==> src/rtl/guest_region_map_unit_defines.svh <==
// ----------------------------------------------------------------------------
// Guest region map unit: assertion macros
// Shared assertion macros. They expand to nothing in synthesis.
// ----------------------------------------------------------------------------
`ifndef GUEST_REGION_MAP_UNIT_DEFINES_SVH
`define GUEST_REGION_MAP_UNIT_DEFINES_SVH
`ifndef SYNTHESIS
`define GRMU_ASSERT(lbl, prop) \
  lbl: assert property (@(posedge clk_i) disable iff (!rst_ni) prop) \
    else $error("%m: property failed");
`define GRMU_ASSERT_NEVER(lbl, cond) \
  lbl: assert property (@(posedge clk_i) disable iff (!rst_ni) !(cond)) \
    else $error("%m: forbidden condition seen");
`else
`define GRMU_ASSERT(lbl, prop)
`define GRMU_ASSERT_NEVER(lbl, cond)
`endif
`endif

==> src/rtl/grmu_pkg.sv <==
// ----------------------------------------------------------------------------
// Guest region map unit: package
// Types, codes and default sizes shared by the region map modules.
// ----------------------------------------------------------------------------
package grmu_pkg;

  localparam int unsigned MaxRegionsDef = 16;
  localparam int unsigned PageBitsDef   = 12;
  localparam int unsigned AddrW         = 64;
  localparam int unsigned ProtW         = 3;
  localparam int unsigned SlotW         = 4;

  typedef enum logic [2:0] {
    CMD_CHECK   = 3'd0,
    CMD_MAP     = 3'd1,
    CMD_ALLOC   = 3'd2,
    CMD_UNMAP   = 3'd3,
    CMD_PROTECT = 3'd4
  } cmd_e;

  typedef enum logic [2:0] {
    ST_OK       = 3'd0,
    ST_UNMAPPED = 3'd1,
    ST_PERM     = 3'd2,
    ST_OVERLAP  = 3'd3,
    ST_ZERO     = 3'd4,
    ST_WRAP     = 3'd5,
    ST_FULL     = 3'd6
  } status_e;

  typedef enum logic [3:0] {
    S_IDLE,
    S_PREP,
    S_ALIGN,
    S_TADD,
    S_CAND,
    S_RD,
    S_EV,
    S_APPLY,
    S_FREE,
    S_DECIDE,
    S_FIN
  } state_e;

  typedef struct packed {
    logic [2:0]       cmd;
    logic [AddrW-1:0] address;
    logic [AddrW-1:0] length;
    logic [AddrW-1:0] alignment;
    logic [ProtW-1:0] prot;
    logic [ProtW-1:0] access_prot;
  } in_t;

  typedef struct packed {
    logic [2:0]       status;
    logic [AddrW-1:0] result_address;
    logic [AddrW-1:0] region_offset;
    logic [SlotW-1:0] region_slot;
  } out_t;

  // One table entry: the region is [base, limit).
  typedef struct packed {
    logic [AddrW-1:0] base;
    logic [AddrW-1:0] limit;
    logic [ProtW-1:0] prot;
  } entry_t;

endpackage

==> src/rtl/grmu_mem.sv <==
// ----------------------------------------------------------------------------
// Guest region map unit: region store
// One write port and one read port with registered read data.
// ----------------------------------------------------------------------------
module grmu_mem import grmu_pkg::*; #(
  parameter int unsigned MAX_REGIONS = MaxRegionsDef,
  localparam int unsigned IdxW = $clog2(MAX_REGIONS)
) (
  input  logic            clk_i,
  input  logic            we_i,
  input  logic [IdxW-1:0] waddr_i,
  input  entry_t          wdata_i,
  input  logic [IdxW-1:0] raddr_i,
  output entry_t          rdata_o
);

  entry_t mem_q [MAX_REGIONS];
  entry_t rdata_q;

  always_ff @(posedge clk_i) begin
    if (we_i) begin
      mem_q[waddr_i] <= wdata_i;
    end
    rdata_q <= mem_q[raddr_i];
  end

  assign rdata_o = rdata_q;

endmodule

==> config.mk <==
export PLATFORM = sky130hd
export DESIGN_NAME = grmu_mem
export DESIGN_NICKNAME = d
export VERILOG_FILES = /design/src/rtl/guest_region_map_unit_defines.svh /design/src/rtl/grmu_pkg.sv /design/src/rtl/grmu_mem.sv
export SDC_FILE = /design/constraint.sdc
export NUM_CORES = 2
export LEC_CHECK = 0
export ABC_AREA = 1
export BUFFER_PORTS_ARGS = -buffer_cell sky130_fd_sc_hd__buf_2
export CORE_UTILIZATION = 25
export CTS_BUF_LIST = sky130_fd_sc_hd__clkbuf_4
export CTS_CLUSTER_DIAMETER = 100
export DETAILED_ROUTE_END_ITERATION = 12
export PLACE_DENSITY = 0.37
export RECOVER_POWER = 100
export SETUP_SLACK_MARGIN = 0.2
export SYNTH_ARGS = -nofsm -noshare
export SYNTH_HDL_FRONTEND = slang
export SYNTH_SLANG_ARGS = --single-unit
==> constraint.sdc <==
create_clock -name clk_i -period 6.3 [get_ports clk_i]
set_input_delay 0 -clock clk_i [delete_from_list [all_inputs] [get_ports clk_i]]
set_output_delay 0 -clock clk_i [all_outputs]
set_load 0.02 [all_outputs]
==> run metrics <==
status=complete, but fails checks; failing checks=max-capacitance violations, max-slew violations; Ports=272; Max-Cap Viols=43; I/O Buffers=271; Final Util=0.304; final wirelength=294000 µm; vias in the first global route=60943; mapped cell area=0.0899 mm²; CTS tree=built; hold path endpoint=mem_q[1][57]; Yosys cell types=16; r2r worst-path depth=10; Hold Buf Count CTS=416; CP most frequent cell=dlygate4sd3_1; top_reg_cell synth=edfxtp_1; Synth area leaders=edfxtp_1 70%, nand2_1 12%, nand3_1 8.3%; Final Cell Area=0.108 mm²; PD cells=a little over 300 mW/mm²; min-delay src=wdata_i[57]; CTS Sinks=2227; ANT nets after route=0; Worst Skew=64.8 ps; CP startpoint kind=input pin; CP arrival=around 6400 ps; Root Buffer=clkbuf_4; Syn Nets=8122; clock latency at the later pin of the worst-skew pair=roughly 1500 ps; CP max FO=81; via count=slightly above 60000; Worst R2R End=rdata_o[89]; full die area=approximately 0.36 mm²; Final Critical Period=5020 ps; top cells by count, synth=2885 x nand2_1, 2096 x edfxtp_1, 1497 x nand3_1; post-synth top area share=0.700; CP Capture Type=flop; FMAX=199 MHz; FF-to-FF setup slack=3240 ps; Nets=approximately 9000; Post-DP HPWL=130000 µm; CP Buf/Inv Count=6; Pins Over Slew Limit=~1500; number of H-tree levels=6; worst-path cell chain=dlygate4sd3_1 -> dlygate4sd3_1 -> dlygate4sd3_1 -> clkbuf_1 -> buf_16 -> clkbuf_2 -> nand3_1 -> nand2_1; clk slew on worst S/H paths=70 ps; vias per cell=4.26; Placed Area=0.0961 mm²; worst r2r src=mem_q[5][89]; Pre-Repair DR Iteration Count=6; CP max stage cell=clkbuf_2; Die Width=602 µm; Iter 0 DRT Violations=3795; Fin Setup TNS=0 ps; routed wire length per instance=roughly 21 µm; Post-Syn Instances=about 8000; post-synthesis async set-or-reset flop share=0; Tcrit/Tclk final=0.797; GRT Overall Usage=0.159; Seq cells post-synth=2227; Die Ht=roughly 600 µm; postcts setup bufs=0; Worst Hold Depth=3; area grow syn2layout=20.7%; Rows=219; final setup vio count=0; most frequent cell after synthesis=nand2_1; share of cells above drive strength 1=0.134; Tightest Pin Transition=4080 ps; pin count of the biggest net entering global routing=around 190; CP Data Required Time=~7700 ps; Slew HR=-1.72; Remaining DRCs=0; global-route wire length before repair=about 420000 µm; Worst VDD drop=approximately 0.16 mV; PostCTS Resize Cnt=0; Hold Fails Final Rpt=0; Clock Path Buffers=4; routability-driven placement congestion ratio=0.707; number of synthesized flops with an enable pin=2096; P_leak=43.2 nW; initial antenna violation count=36; hold crit path type=in -> reg; placed cells=12657; post-route insts no fill=14266; GR Overflow Total=0; initial core utilization=0.252; Num CTS Buffers=around 650; Crit path depth=8; RSZ-0062 raised after global routing=false; max incr delay on CP=2800 ps; syn_area_per_cell=11.3 µm²; WS Path Type=in -> reg; Seq/Total Area, Yosys=0.730; Worst path top cell family by delay=buffers and inverters; Synth area leader=edfxtp_1; Syn. warnings=0; Core ar.=~0.36 mm²
## report_power, final
part	internal (mW)	switching, mW
sequential	16.6	0.158
clock	7.72	6.49
combinational	0.649	1.58
total	24.9	8.24
## layout make-up
class	instances	area [µm²]
Antenna cell	21	52.6
Sequential cell	2227	65600
Clock buffer	1002	7520
Fill cell	37021	248000
Clock inverter	170	1110
Tap cell	4751	5940
Timing Repair Buffer	776	6290
Inverter	893	3390
Multi-Input combinational cell	4426	18600
## cell usage in the layout (no fill, tap or decap), drive strengths merged
cell            n
bufinv         12
nor2           18
or2            26
clkbuf       1211
inv           906
dlygate4sd3   411
clkinv        132
edfxtp       2096
buf           156
dfxtp         131
nand3        1497
clkinvlp       13
nand2        2885
diode          21
## cell families after synthesis
group / share of synthesized area
buf+inv: 0.0640
flops: 0.730
simple gates: 0.206
## flip-flops by register name, summed over array words and instances, names as in the netlist
register / flops
rdata_o: 131
mem_q: 2096
## per-layer routing
layer,up-vias,part of all wire,global-route usage
li1,29060,-,-
met2,1346,0.46,0.256
met3,517,0.043,0.0280
met5,-,0.00046,0
met1,29780,0.47,0.217
met4,20,0.023,0.0461
## how the worst max path moves through the flow
stage                        end  startpoint  slack (ps)
floorplan           mem_q[10][0]  waddr_i[3]          30
global placement     rdata_o[94]  raddr_i[0]        3410
detailed placement   rdata_o[94]  raddr_i[0]        3400
CTS                   rdata_o[3]  raddr_i[2]        2560
global route        mem_q[6][90]  waddr_i[0]        1240
finish               rdata_o[58]  raddr_i[3]        1280
## tightest hold or removal path: cells and delay by family
kind / cells / cell delay (ps)
buffers and inverters: 3 / 1480
## through the flow
stage	total power, mW	hold WS [ps]	setup slack [ps]
6_report	33.2	211	1280
2_1_floorplan	18.2	98.9	28.5
5_1_grt	34.8	63.5	1240
4_1_cts	33.9	3.33	2560
3_3_place_gp	19.1	390	3410
3_5_place_dp	19.1	396	3400
(Power assumes the default switching activity.)
